==> src/bac_pkg.sv <==
// bac_pkg: shared types, constants and aes round functions
// depends on nothing
`default_nettype none
package bac_pkg;

    localparam int MAX_LEN = 255;
    localparam logic [7:0] B0_FLAGS = 8'h49;
    localparam logic [7:0] CTR_FLAGS = 8'h01;
    localparam int BLK = 16;
    localparam int QDEPTH = 2;

    // configuration register indexes
    localparam logic CFG_KEY_HIGH = 1'b0;
    localparam logic CFG_KEY_LOW  = 1'b1;

    typedef struct packed {
        logic        cmd;
        logic [39:0] nonce_high;
        logic [63:0] nonce_low;
        logic [7:0]  aad_byte;
        logic [7:0]  payload_len;
        logic [7:0]  data_byte;
        logic [31:0] received_mic;
    } t_in_item;

    typedef struct packed {
        logic [7:0]  out_byte;
        logic        byte_valid;
        logic        last;
        logic [31:0] mic_out;
        logic        auth_ok;
    } t_out_item;

    typedef enum logic [3:0] {
        S_IDLE, S_B0, S_B1, S_S0, S_BYTE, S_CTR, S_XOR, S_MAC, S_OUT
    } t_state;

    localparam logic [7:0] SBOX [256] = '{
        8'h63,8'h7c,8'h77,8'h7b,8'hf2,8'h6b,8'h6f,8'hc5,
        8'h30,8'h01,8'h67,8'h2b,8'hfe,8'hd7,8'hab,8'h76,
        8'hca,8'h82,8'hc9,8'h7d,8'hfa,8'h59,8'h47,8'hf0,
        8'had,8'hd4,8'ha2,8'haf,8'h9c,8'ha4,8'h72,8'hc0,
        8'hb7,8'hfd,8'h93,8'h26,8'h36,8'h3f,8'hf7,8'hcc,
        8'h34,8'ha5,8'he5,8'hf1,8'h71,8'hd8,8'h31,8'h15,
        8'h04,8'hc7,8'h23,8'hc3,8'h18,8'h96,8'h05,8'h9a,
        8'h07,8'h12,8'h80,8'he2,8'heb,8'h27,8'hb2,8'h75,
        8'h09,8'h83,8'h2c,8'h1a,8'h1b,8'h6e,8'h5a,8'ha0,
        8'h52,8'h3b,8'hd6,8'hb3,8'h29,8'he3,8'h2f,8'h84,
        8'h53,8'hd1,8'h00,8'hed,8'h20,8'hfc,8'hb1,8'h5b,
        8'h6a,8'hcb,8'hbe,8'h39,8'h4a,8'h4c,8'h58,8'hcf,
        8'hd0,8'hef,8'haa,8'hfb,8'h43,8'h4d,8'h33,8'h85,
        8'h45,8'hf9,8'h02,8'h7f,8'h50,8'h3c,8'h9f,8'ha8,
        8'h51,8'ha3,8'h40,8'h8f,8'h92,8'h9d,8'h38,8'hf5,
        8'hbc,8'hb6,8'hda,8'h21,8'h10,8'hff,8'hf3,8'hd2,
        8'hcd,8'h0c,8'h13,8'hec,8'h5f,8'h97,8'h44,8'h17,
        8'hc4,8'ha7,8'h7e,8'h3d,8'h64,8'h5d,8'h19,8'h73,
        8'h60,8'h81,8'h4f,8'hdc,8'h22,8'h2a,8'h90,8'h88,
        8'h46,8'hee,8'hb8,8'h14,8'hde,8'h5e,8'h0b,8'hdb,
        8'he0,8'h32,8'h3a,8'h0a,8'h49,8'h06,8'h24,8'h5c,
        8'hc2,8'hd3,8'hac,8'h62,8'h91,8'h95,8'he4,8'h79,
        8'he7,8'hc8,8'h37,8'h6d,8'h8d,8'hd5,8'h4e,8'ha9,
        8'h6c,8'h56,8'hf4,8'hea,8'h65,8'h7a,8'hae,8'h08,
        8'hba,8'h78,8'h25,8'h2e,8'h1c,8'ha6,8'hb4,8'hc6,
        8'he8,8'hdd,8'h74,8'h1f,8'h4b,8'hbd,8'h8b,8'h8a,
        8'h70,8'h3e,8'hb5,8'h66,8'h48,8'h03,8'hf6,8'h0e,
        8'h61,8'h35,8'h57,8'hb9,8'h86,8'hc1,8'h1d,8'h9e,
        8'he1,8'hf8,8'h98,8'h11,8'h69,8'hd9,8'h8e,8'h94,
        8'h9b,8'h1e,8'h87,8'he9,8'hce,8'h55,8'h28,8'hdf,
        8'h8c,8'ha1,8'h89,8'h0d,8'hbf,8'he6,8'h42,8'h68,
        8'h41,8'h99,8'h2d,8'h0f,8'hb0,8'h54,8'hbb,8'h16
    };

    function automatic logic [7:0] xtime(input logic [7:0] a);
        return {a[6:0], 1'b0} ^ (a[7] ? 8'h1b : 8'h00);
    endfunction

    function automatic logic [7:0] get_byte(input logic [127:0] b, input int i);
        return b[127 - 8*i -: 8];
    endfunction

    // next round key from the previous one
    function automatic logic [127:0] next_rk(input logic [127:0] rk, input logic [7:0] rc);
        logic [31:0] t;
        logic [31:0] w0, w1, w2, w3;
        t  = {SBOX[rk[23:16]] ^ rc, SBOX[rk[15:8]], SBOX[rk[7:0]], SBOX[rk[31:24]]};
        w0 = rk[127:96] ^ t;
        w1 = rk[95:64] ^ w0;
        w2 = rk[63:32] ^ w1;
        w3 = rk[31:0] ^ w2;
        return {w0, w1, w2, w3};
    endfunction

    function automatic logic [127:0] aes_round(input logic [127:0] s, input logic [127:0] rk,
                                               input logic fin);
        logic [7:0] t [16];
        logic [7:0] a0, a1, a2, a3, al;
        logic [127:0] o;
        for (int c = 0; c < 4; c++) begin
            for (int i = 0; i < 4; i++) begin
                t[i + 4*c] = SBOX[get_byte(s, i + 4*((c + i) & 3))];
            end
        end
        if (!fin) begin
            for (int c = 0; c < 4; c++) begin
                a0 = t[4*c]; a1 = t[4*c+1]; a2 = t[4*c+2]; a3 = t[4*c+3];
                al = a0 ^ a1 ^ a2 ^ a3;
                t[4*c]   = a0 ^ al ^ xtime(a0 ^ a1);
                t[4*c+1] = a1 ^ al ^ xtime(a1 ^ a2);
                t[4*c+2] = a2 ^ al ^ xtime(a2 ^ a3);
                t[4*c+3] = a3 ^ al ^ xtime(a3 ^ a0);
            end
        end
        for (int i = 0; i < 16; i++) begin
            o[127 - 8*i -: 8] = t[i];
        end
        return o ^ rk;
    endfunction

endpackage
`default_nettype wire

==> src/bac_front.sv <==
// bac_front: input side, takes items into a two-entry queue
// depends on bac_pkg
`default_nettype none
module bac_front
    import bac_pkg::*;
(
    input  wire logic     i_clk,
    input  wire logic     i_rst_n,
    input  wire logic     i_in_valid,
    output logic          o_in_stall,
    input  wire t_in_item i_in_item,
    output logic          o_q_valid,
    output t_in_item      o_q_item,
    input  wire logic     i_q_pop
);
    t_in_item   r_mem [QDEPTH];
    logic       r_wp, r_rp;
    logic [1:0] r_cnt;
    logic       push, pop;

    assign o_in_stall = (r_cnt == 2'(QDEPTH));
    assign push       = i_in_valid && !o_in_stall;
    assign pop        = i_q_pop && (r_cnt != 2'd0);
    assign o_q_valid  = (r_cnt != 2'd0);
    assign o_q_item   = r_mem[r_rp];

    always_ff @(posedge i_clk) begin
        if (!i_rst_n) begin
            r_wp  <= 1'b0;
            r_rp  <= 1'b0;
            r_cnt <= 2'd0;
        end else begin
            if (push) r_wp <= ~r_wp;
            if (pop)  r_rp <= ~r_rp;
            r_cnt <= r_cnt + 2'(push) - 2'(pop);
        end
    end

    always_ff @(posedge i_clk) begin
        if (push) r_mem[r_wp] <= i_in_item;
    end

    a_cnt_max: assert property (@(posedge i_clk) disable iff (!i_rst_n)
        r_cnt <= 2'(QDEPTH)) else $error("queue overfilled");
    a_ptr_sync: assert property (@(posedge i_clk) disable iff (!i_rst_n)
        (r_cnt == 2'd0 || r_cnt == 2'(QDEPTH)) |-> r_wp == r_rp) else $error("pointer slip");
    a_pop_ok: assert property (@(posedge i_clk) disable iff (!i_rst_n)
        i_q_pop |-> o_q_valid) else $error("pop from empty queue");
endmodule
`default_nettype wire

==> config.mk <==
export PLATFORM = sky130hd
export DESIGN_NAME = bac_front
export DESIGN_NICKNAME = d
export VERILOG_FILES = /design/src/bac_pkg.sv /design/src/bac_front.sv
export SDC_FILE = /design/constraint.sdc
export NUM_CORES = 1
export LEC_CHECK = 0
export BUFFER_PORTS_ARGS = -buffer_cell sky130_fd_sc_hd__buf_2
export CORE_ASPECT_RATIO = 1.75
export CORE_MARGIN = 4
export CORE_UTILIZATION = 52
export DETAILED_ROUTE_END_ITERATION = 8
export PLACE_DENSITY = 0.9
export SLEW_MARGIN = 20
export SYNTH_ARGS = -nofsm -noshare
export SYNTH_HDL_FRONTEND = slang
export SYNTH_SLANG_ARGS = --single-unit
export TNS_END_PERCENT = 30
==> constraint.sdc <==
create_clock -name i_clk -period 10.85 [get_ports i_clk]
set_clock_uncertainty 0.05 [all_clocks]
set_input_delay 2.17 -clock i_clk [delete_from_list [all_inputs] [get_ports i_clk]]
set_output_delay 2.17 -clock i_clk [all_outputs]
set_load 0.005 [all_outputs]
==> impl_metrics.py, run 1 <==
metrics = {
    "status": {
        "status": "completed",
    },
    "sta": {
        "fin_crit_ns": 5.89,
        "rsz0062_at_grt": "no",
        "hold_violations": 0,
        "worst_slew_pin_slew_ns": 1.05,
        "setup_viol": 0,
        "fin_crit_sh_pct": 54.3,
        "max_freq_mhz": 170,
        "setup_tns_ns": 0,
        "relSlewSlack_pct": 29.7,
        "slew_viol_final": 0,
    },
    "global_routing": {
        "grt_pass1_vias": 6508,
        "overflow": 0,
        "antenna_found_initial": 4,
        "grt_usage_pct": 17.4,
        "grt_max_degree": 81,
        "grt_pass1_wl_um": 34400,
    },
    "yosys": {
        "synth_top_family_by_area": "multiplexers",
        "synthAdderAreaFrac_pct": 0.205,
        "synthXorXnorAreaFrac_pct": 0.215,
        "synth_warnings": 0,
        "synth.area.mux_share_pct": 17.7,
        "synth-compound-area-share_pct": 0.0615,
        "synthSimpleGateAreaFrac_pct": 0.441,
        "synth_nets": 694,
        "synth_area_um2": 12200,
        "avgSynthCellArea_um2": 23.2,
        "ys_ff_latch": 327,
        "netlist-cell-type-count": 18,
        "syn_inst": 527,
        "synth-seq-area-share_pct": 80.0,
    },
    "routing": {
        "drtIter0Drc": 385,
        "wl_um": 23500,
        "wl_per_cell_um": 19.6,
        "drc": 0,
        "num_vias": 6020,
        "ant_nets": 0,
        "viasPerCell": 5.03,
        "first_pass_iters": 4,
    },
    "floorplanning": {
        "num_io_pins": 328,
        "coreArea_um2": 23200,
        "die-area_um2": 26100,
        "die_y_um": 211,
        "dieWidth_um": 124,
        "floorplan.initialDensity_pct": 52.6,
        "rows": 74,
    },
    "setup_path": {
        "ff2ff_setup_slack_ns": 8.26,
        "start_kind": "flop",
        "path_cells": "buf_4, buf_4, mux2_2, buf_2",
        "path_depth": 4,
        "ff2ff_path_depth": 5,
        "path_class": "reg -> out",
        "cp-end-kind": "output port",
        "path_max_fanout": 60,
        "arrival_ns": 3.67,
        "worstPathRequired_ns": 8.63,
        "r2r-start": "r_cnt[0]",
        "cp_slowest_cell": "dfxtp_4",
        "path_delay_family": "buffers and inverters",
        "critPathBufInv": 3,
        "cpMostUsedCell": "buf_4",
        "rr_endpoint": "r_mem[0][10]",
        "crit_end": "o_q_item[160]",
        "slowest_delay_ns": 0.88,
    },
    "placement": {
        "dp_hpwl_um": 16500,
        "place_congestion": 0.776,
        "portBuffers": 327,
        "dpl.cell_count": 1147,
    },
    "final_layout": {
        "nNetsFinal": 1039,
        "drive_gt1_share_pct": 60.4,
        "areaGrowthSynthToFinish_pct": 22.9,
        "finalNonFillerCells": 1197,
        "fill_cells": 1546,
    },
    "cts": {
        "clkLatencyLatePin_ns": 0.52,
        "postCtsHoldBufs": 0,
        "ctsRootBufferMaster": "clkbuf_16",
        "cts_buffers": 27,
        "path_clk_slew_ns": 0.06,
        "cts_resized": 0,
        "cts_max_path_buffers": 3,
        "cts_setup_buffers": 0,
        "cts_tree": "done",
        "cts_max_level": 1,
        "cts_sinks": 327,
    },
    "flow_run": {
        "maxCapViolations": 0,
    },
    "worst_hold_path": {
        "timing.hold.worst_path_depth": 2,
        "hold_path.class": "reg -> reg",
    },
    "power": {
        "peakVddDrop_uv": 171,
        "leakage_nw": 5.78,
        "p_per_area_nw_per_um2": 223,
    },
}
==> logic make-up after synthesis <==
| group | Yosys count |
|---|---|
| DFF | 327 |
| muxes | 162 |
| buffers and inverters | 21 |
| and+or+nand+nor | 11 |
| xor gates and xnor gates | 3 |
| adders and majority gates | 2 |
| AOI/OAI and AO/OA | 1 |
==> stage by stage <==
| step | total power, W | setup slack (ns) | util (%) | instance area, um^2 | hold WS, ns |
|---|---|---|---|---|---|
| final | 0.00335 | 4.96 | 64.6 | 15000 | 0.467 |
| after global placement | 0.00242 | 5.56 | 60.8 | 14100 | 0.447 |
| after detailed placement | 0.00245 | 5.50 | 60.8 | 14100 | 0.453 |
| after global routing | 0.00351 | 4.73 | 64.6 | 15000 | 0.502 |
| after floorplan | 0.00219 | 1.17 | - | 12200 | 0.405 |
| after CTS | 0.00339 | 4.91 | 64.6 | 15000 | 0.475 |
==> synth_stat cells <==
library cell  number  area, um^2
inv_1              3        11.3
mux2_4            90        1350
mux2i_1            1        10.0
nand2b_1           2        12.5
nor2_1             4        15.0
mux2_2            71         800
or2_2              1        6.26
ha_1               2        25.0
xor2_1             1        8.76
and2_1             1        6.26
dfxtp_1            5         100
buf_6             11         124
o21a_1             1        7.51
xnor2_1            2        17.5
edfxtp_1         322        9670
buf_2              7        35.0
nand2_1            2        7.51
and3_1             1        6.26
==> layer usage <==
metal  share of wire, %  vias up  wire, um  track usage [%]
met5              0.038        -         9                0
met4                3.5        2       825             7.38
met3                6.9       49      1630             3.80
met2                 56      258     13200             32.7
met1                 33     2922      7780             18.1
li1                   -     2789         -                -
==> tightest hold or removal path, stage by stage, from the launching register on <==
cell     delay [ns]
dfxtp_1        0.33
xnor2_1        0.08
nor2_1         0.07
==> worst min path at each step <==
stage          from    to
3_5_place_dp   r_rp  flop
5_1_grt        r_rp  flop
3_3_place_gp   r_rp  r_rp
6_report       r_rp  flop
2_1_floorplan  r_wp  r_wp
4_1_cts        r_rp  flop
==> placed cells by master (no fill, tap or decap), drive strengths merged <==
| cell | n |
|---|---|
| and2 | 1 |
| and3 | 1 |
| buf | 334 |
| bufinv | 3 |
| clkbuf | 33 |
| clkinv | 8 |
| clkinvlp | 2 |
| dfxtp | 5 |
| diode | 3 |
| edfxtp | 322 |
| ha | 2 |
| inv | 4 |
| mux2 | 161 |
| mux2i | 1 |
| nand2 | 2 |
| nand2b | 2 |
| nor2 | 4 |
| o21a | 1 |
| or2 | 1 |
| xnor2 | 2 |
| xor2 | 1 |
==> cell type report <==
cell class	count	area, um^2	area share, %
Antenna cell	3	7.51	0.0500
Clock buffer	33	698	4.65
Tap cell	304	380	2.53
Sequential cell	327	9770	65.1
Clock inverter	14	166	1.11
Timing Repair Buffer	334	1690	11.3
Inverter	3	11.3	0.0750
Multi-Input combinational cell	179	2290	15.2
==> power breakdown <==
group	leakage (nW)	internal, W	switching [W]
Combinational	2.31	0.000409	0.000339
Clock	0.414	0.000532	0.000406
Sequential	3.05	0.00159	0.0000733
==> registers in the layout (all words and copies together), names as in the netlist, named ones only <==
| name | cells |
|---|---|
| r_cnt | 2 |
| r_rp | 1 |
| r_wp | 1 |
| r_mem | 322 |
No activity file was read; power rests on OpenSTA's default activity.
==> inputs of run 2 (changes only) <==
- ABC_AREA: unset -> 1
- CORE_UTILIZATION: 52 -> 47
- PLACE_DENSITY: 0.9 -> 0.86
- clock period: 10.85 -> 5.2 ns (I/O delays scaled with it)
==> run 2 against run 1 <==
Against the previous run:
- first-iteration DRC count is 30% lower
- non-clock buffer count is 3 higher
- clock-buffer cell count is 2 lower
- register-to-register slack worse by 5.3 ns
- combinational power is 110% higher
- clock power is 120% higher
- largest cell class unchanged
- worst hold slack worse by 0.0078 ns
- design area is 0.85% higher
- area after synthesis hardly changed
- critical endpoint is now o_q_item[155]
- highest routed layer is now met4
- largest power group unchanged
- global-route usage is 0.92 points lower
==> impl_metrics.py, run 2 <==
metrics = {
    "yosys": {
        "synth.area.top_cells": "edfxtp_1, mux2_4, mux2_2",
        "netlist-cell-type-count": 12,
        "synth_edf_count": 322,
        "synth_common_cells": "edfxtp_1, mux2_4, mux2_2, buf_6, nand2_1",
        "synth-seq-area-share_pct": 79.9,
        "ys_ff_latch": 327,
        "synth_area_um2": 12200,
        "netlist.area_leader.share_pct": 79.1,
        "synthDominantAreaCellType": "edfxtp_1",
        "synth_most_common_cell": "edfxtp_1",
        "ys_async_sr_fraction_pct": 0,
        "syn_inst": 538,
        "synth_nets": 705,
        "synth-main-ff-cell": "edfxtp_1",
        "avgSynthCellArea_um2": 22.7,
        "synth_warnings": 0,
    },
    "power": {
        "leakage_nw": 5.86,
        "p_per_area_nw_per_um2": 469,
        "power_frac_seq_pct": 49.1,
        "p_sw_w": 0.00177,
        "power.internal_w": 0.00534,
        "clock_power_share_pct": 28.9,
        "peakVddDrop_uv": 445,
        "swShare_pct": 24.9,
        "comb_power_share_pct": 22.0,
    },
    "worst_hold_path": {
        "timing.hold.worst_path_depth": 2,
        "hold_path.class": "reg -> reg",
        "hp-start": "r_rp",
    },
    "global_routing": {
        "overflow": 0,
        "grt_pass1_vias": 6771,
        "grt_usage_pct": 16.5,
        "antenna_found_initial": 4,
        "grt_max_degree": 88,
        "grt_pass1_wl_um": 36500,
    },
    "placement": {
        "portBuffers": 327,
        "dp_hpwl_um": 17500,
        "place_congestion": 0.767,
    },
    "final_layout": {
        "final_cell_mix": "buf_2, edfxtp_1, mux2_4, mux2_2, clkbuf_16",
        "largestRegisters": "r_mem x322, r_cnt x2",
        "areaGrowthSynthToFinish_pct": 23.9,
        "drive_gt1_share_pct": 59.7,
        "final_common_cell": "buf_2",
        "nNetsFinal": 1054,
        "largest_reg_flops": 322,
        "max_flop_register": "r_mem",
    },
    "routing": {
        "wl_um": 24500,
        "num_vias": 6126,
        "drtIter0Drc": 270,
        "first_pass_iters": 6,
        "viasPerCell": 4.98,
        "wl_per_cell_um": 19.9,
        "drc": 0,
        "ant_nets": 0,
    },
    "setup_path": {
        "path_delay_family": "flip-flops",
        "worstPathRequired_ns": 4.11,
        "critPathBufInv": 2,
        "path_class": "reg -> out",
        "arrival_ns": 2.48,
        "ff2ff_setup_slack_ns": 2.92,
        "cp_slowest_cell": "dfxtp_4",
        "path_max_fanout": 62,
        "slowest_delay_ns": 0.99,
        "ff2ff_path_depth": 5,
        "start_kind": "flop",
        "path_cells": "buf_4, mux2_4, buf_2",
        "cp-end-kind": "output port",
        "r2r-start": "r_cnt[0]",
        "rr_endpoint": "r_mem[1][122]",
    },
    "cts": {
        "clkLatencyLatePin_ns": 0.54,
        "cts_setup_buffers": 0,
        "cts_max_level": 1,
        "cts_max_path_buffers": 3,
        "cts_resized": 0,
        "cts_buffers": 28,
        "postCtsHoldBufs": 0,
        "path_clk_slew_ns": 0.07,
        "ctsRootBufferMaster": "clkbuf_16",
        "cts_sinks": 327,
        "cts_tree": "done",
    },
    "floorplanning": {
        "num_io_pins": 328,
        "coreArea_um2": 25400,
        "die_y_um": 221,
        "die-area_um2": 28800,
        "dieWidth_um": 130,
        "rows": 77,
        "floorplan.initialDensity_pct": 48.1,
    },
    "sta": {
        "fin_crit_ns": 3.57,
        "relSlewSlack_pct": 29.6,
        "worst_slew_pin_slew_ns": 1.06,
        "setup_tns_ns": 0,
        "setup_viol": 0,
        "slew_viol_final": 0,
        "rsz0062_at_grt": "no",
        "hold_violations": 0,
        "fin_crit_sh_pct": 68.7,
        "timing.hold.ws_ns": 0.459,
        "max_freq_mhz": 280,
    },
    "flow_run": {
        "maxCapViolations": 0,
    },
    "status": {
        "status": "completed",
    },
}
run 2: cell types whose count changed in the layout (fill, tap and decap cells not counted), moves of 3 or more:
| cell | previous run | this run |
|---|---|---|
| clkinv_1 | 2 | 8 |
| nand3_1 | 0 | 3 |
| clkinv_2 | 2 | 6 |
| inv_1 | 3 | 7 |
| nor2_1 | 3 | 7 |
| nand2_1 | 2 | 9 |
| clkbuf_1 | 6 | 2 |
run 2: worst max path at each step:
stage / startpoint / slack (ns) / to / cells past startpoint
after CTS: flop / 1.56 / o_q_item[10] / 3
final: flop / 1.63 / o_q_item[155] / 3
after global placement: flop / 2.16 / o_q_item[10] / 3
after global routing: flop / 1.47 / o_q_item[2] / 3
after detailed placement: flop / 2.16 / o_q_item[2] / 3
after floorplan: i_in_valid / 0.38 / r_mem[1][0] / 2
run 2: layout make-up:
cell class	count	area [um^2]
tap	316	395
clock buffer	31	733
multi-input combinational	185	2270
sequential	327	9770
antenna	4	10.0
clock inverter	21	184
inverter	8	35.0
timing repair buffer	337	1740
fill	1854	10300
run 2: metal layers:
layer | GRT usage (%) | up-vias | share of wire [%]
met5 | 0 | - | 0
met4 | 6.98 | 0 | 4.0
met3 | 4.08 | 54 | 7.3
met2 | 31.7 | 254 | 57
met1 | 16.1 | 2995 | 32
li1 | - | 2823 | -
run 2: cells by family (layout without fill, tap and decap cells):
| logic type | Yosys count | after routing | share of synthesized area (%) |
|---|---|---|---|
| adder cells (fa/ha/maj) | 2 | 2 | 0.205 |
| other | 0 | 4 | 0 |
| AO/OA/AOI/OAI | 2 | 2 | 0.0819 |
| flip-flops | 327 | 327 | 79.9 |
| buffers and inverters | 26 | 397 | 1.55 |
| AND/OR/NAND/NOR | 20 | 20 | 0.645 |
| multiplexers | 161 | 161 | 17.6 |
run 2: power by group through the flow:
stage	Sequential (W)	Combinational, W	Clock (W)
final	0.00349	0.00156	0.00205
after global routing	0.00353	0.00169	0.00223
after CTS	0.00350	0.00160	0.00211
after detailed placement	0.00356	0.00159	0
after global placement	0.00353	0.00155	0
after floorplan	0.00349	0.00102	0
run 2: per-stage QoR:
| step | instances | worst slack (ns) | util [%] | cell area (um^2) | power (W) |
|---|---|---|---|---|---|
| 2_1_floorplan | 538 | 0.383 | - | 12200 | 0.00451 |
| 3_3_place_gp | 1173 | 2.16 | 55.9 | 14200 | 0.00508 |
| 3_5_place_dp | 1173 | 2.16 | 55.9 | 14200 | 0.00515 |
| 4_1_cts | 1225 | 1.56 | 59.5 | 15100 | 0.00721 |
| 5_1_grt | 1228 | 1.47 | 59.5 | 15100 | 0.00744 |
| 6_report | 1229 | 1.63 | 59.5 | 15100 | 0.00711 |
run 2: worst reg2reg max path: cells and delay by family (launching register included):
| family | cells | cell delay (ns) |
|---|---|---|
| buf+inv | 3 | 1.12 |
| flops | 1 | 0.35 |
| simple gates | 2 | 0.29 |
==> inputs of run 3 (changes only) <==
- ABC_AREA: 1 -> 0
- clock period: 5.2 -> 3.2 ns (I/O delays scaled with it)
==> run 3 against run 2 <==
Against the previous run:
- sequential power increased by 60%
- worst hold slack worse by 0.23 ns
- worst setup slack lost 1.2 ns
- critical endpoint is now o_q_item[36]
==> impl_metrics.py, run 3 (synthesis results as in run 1) <==
metrics = {
    "status": {
        "status": "completed",
    },
    "global_routing": {
        "met2_usage_pct": 31.5,
        "grt_pass1_vias": 6814,
        "grt_usage_pct": 17.4,
        "met1_usage_pct": 18.4,
        "grt_max_degree": 98,
        "overflow": 0,
        "antenna_found_initial": 14,
        "grt_pass1_wl_um": 38100,
        "grt_use_met3_pct": 4.27,
        "grt-busiest-layer": "met2",
    },
    "cts": {
        "cts_max_path_buffers": 3,
        "cts_max_level": 1,
        "path_clk_slew_ns": 0.07,
        "cts_tree": "done",
        "cts_buffers": 27,
        "cts_resized": 0,
        "cts_setup_buffers": 0,
        "postCtsHoldBufs": 0,
        "ctsRootBufferMaster": "clkbuf_16",
        "clkLatencyLatePin_ns": 0.54,
        "cts_sinks": 327,
    },
    "power": {
        "p_sw_w": 0.00292,
        "power.internal_w": 0.00875,
        "peakVddDrop_uv": 592,
        "swShare_pct": 25.0,
        "power_frac_seq_pct": 47.8,
        "clock_power_share_pct": 28.5,
        "p_per_area_nw_per_um2": 762,
        "leakage_nw": 5.89,
        "comb_power_share_pct": 23.8,
    },
    "final_layout": {
        "fin_area_um2": 15300,
        "largestRegisters": "r_mem x322, r_cnt x2",
        "finalNonFillerCells": 1234,
        "drive_gt1_share_pct": 61.5,
        "final_common_cell": "buf_2",
        "final_cell_mix": "buf_2, edfxtp_1, mux2_4, mux2_2, clkbuf_16",
        "areaGrowthSynthToFinish_pct": 25.3,
        "utilization_pct": 60.2,
        "max_flop_register": "r_mem",
        "nNetsFinal": 1054,
        "largest_reg_flops": 322,
    },
    "worst_hold_path": {
        "min_to": "r_mem[0][144]",
        "hold_path.class": "in -> reg",
        "timing.hold.worst_path_depth": 1,
        "hp-start": "i_in_item[144]",
    },
    "sta": {
        "fin_ws_ns": 0.419,
        "fin_crit_sh_pct": 86.9,
        "hold_violations": 0,
        "timing.hold.ws_ns": 0.234,
        "worst_slew_pin_slew_ns": 0.833,
        "fin_crit_ns": 2.78,
        "relSlewSlack_pct": 44.4,
        "max_freq_mhz": 360,
        "setup_viol": 0,
        "slew_viol_final": 0,
        "rsz0062_at_grt": "no",
    },
    "setup_path": {
        "r2r-start": "r_cnt[0]",
        "ff2ff_setup_slack_ns": 1.08,
        "ff2ff_path_depth": 4,
        "path_max_fanout": 28,
        "rr_endpoint": "r_mem[0][92]",
        "cp-end-kind": "output port",
        "arrival_ns": 2.09,
        "worstPathRequired_ns": 2.51,
        "start_kind": "flop",
        "path_class": "reg -> out",
    },
    "placement": {
        "portBuffers": 327,
        "dp_hpwl_um": 18500,
        "post_dp_cell_area_um2": 14400,
        "dpl.cell_count": 1174,
        "place_congestion": 0.783,
        "pre_cts_slack_ns": 0.937,
    },
    "flow_run": {
        "maxCapViolations": 0,
    },
    "routing": {
        "first_pass_iters": 4,
        "viasPerCell": 5.03,
        "drtIter0Drc": 331,
        "wl_per_cell_um": 21.1,
        "num_vias": 6206,
        "wl_um": 26000,
        "drc": 0,
        "ant_nets": 0,
    },
    "floorplanning": {
        "floorplan.initialDensity_pct": 48.0,
        "num_io_pins": 328,
        "die-area_um2": 28700,
        "die_y_um": 221,
        "coreArea_um2": 25400,
        "dieWidth_um": 130,
        "rows": 77,
    },
}
-- run 3: changes by cell type in the layout (fill, tap and decap cells not counted), sizes merged, moves of 2 or more --
| cell | before | now |
|---|---|---|
| clkbuf | 31 | 29 |
| a21oi | 2 | 0 |
| nor2 | 8 | 4 |
| diode | 4 | 10 |
| nand3 | 3 | 0 |
| buf | 337 | 349 |
| nand2 | 9 | 2 |
| nand2b | 0 | 2 |
| xnor2 | 0 | 2 |
| clkinvlp | 1 | 6 |
| clkinv | 16 | 9 |
| inv | 9 | 5 |
-- run 3: per-stage QoR --
step                      TNS, ns  power [W]
after global placement          0    0.00838
after CTS                       0     0.0118
after global routing            0     0.0122
after detailed placement        0    0.00848
after floorplan            -54.88    0.00733
final                           0     0.0117
-- run 3: routing by layer --
layer | up-vias | wire (um)
li1 | 2823 | -
met1 | 3026 | 8670
met2 | 276 | 14100
met3 | 73 | 1970
met4 | 8 | 1190
met5 | - | 46
-- run 3: power by group through the flow --
stage               registers (W)  logic (W)  clock network, W
finish                    0.00558    0.00277           0.00332
global route              0.00562    0.00297           0.00361
CTS                       0.00558    0.00283           0.00341
detailed placement        0.00567    0.00281                 0
global placement          0.00563    0.00275                 0
floorplan                 0.00560    0.00173                 0
-- run 3: cell type report --
class	count	area, um^2
sequential	327	9770
clock buffer	29	683
fill	1850	10100
antenna	10	25.0
inverter	3	11.3
tap	316	395
clock inverter	21	229
multi-input combinational	179	2300
timing repair buffer	349	1890
-- run 3: worst max-delay path by stage --
| stage | startpoint | to | slack, ns | depth (start not counted) |
|---|---|---|---|---|
| floorplan | i_in_valid | r_mem[0][0] | -0.34 | 2 |
| global placement | i_in_valid | r_mem[0][17] | 0.97 | 4 |
| detailed placement | i_in_valid | r_mem[0][17] | 0.94 | 4 |
| CTS | flop | o_q_item[36] | 0.35 | 3 |
| global route | flop | o_q_item[36] | 0.31 | 3 |
| finish | flop | o_q_item[36] | 0.42 | 3 |
-- run 3: worst max-delay path, stage by stage, from the launching register on --
cell and delay (ns):
dfxtp_4 0.62, buf_4 0.38, mux2_2 0.40, buf_2 0.13
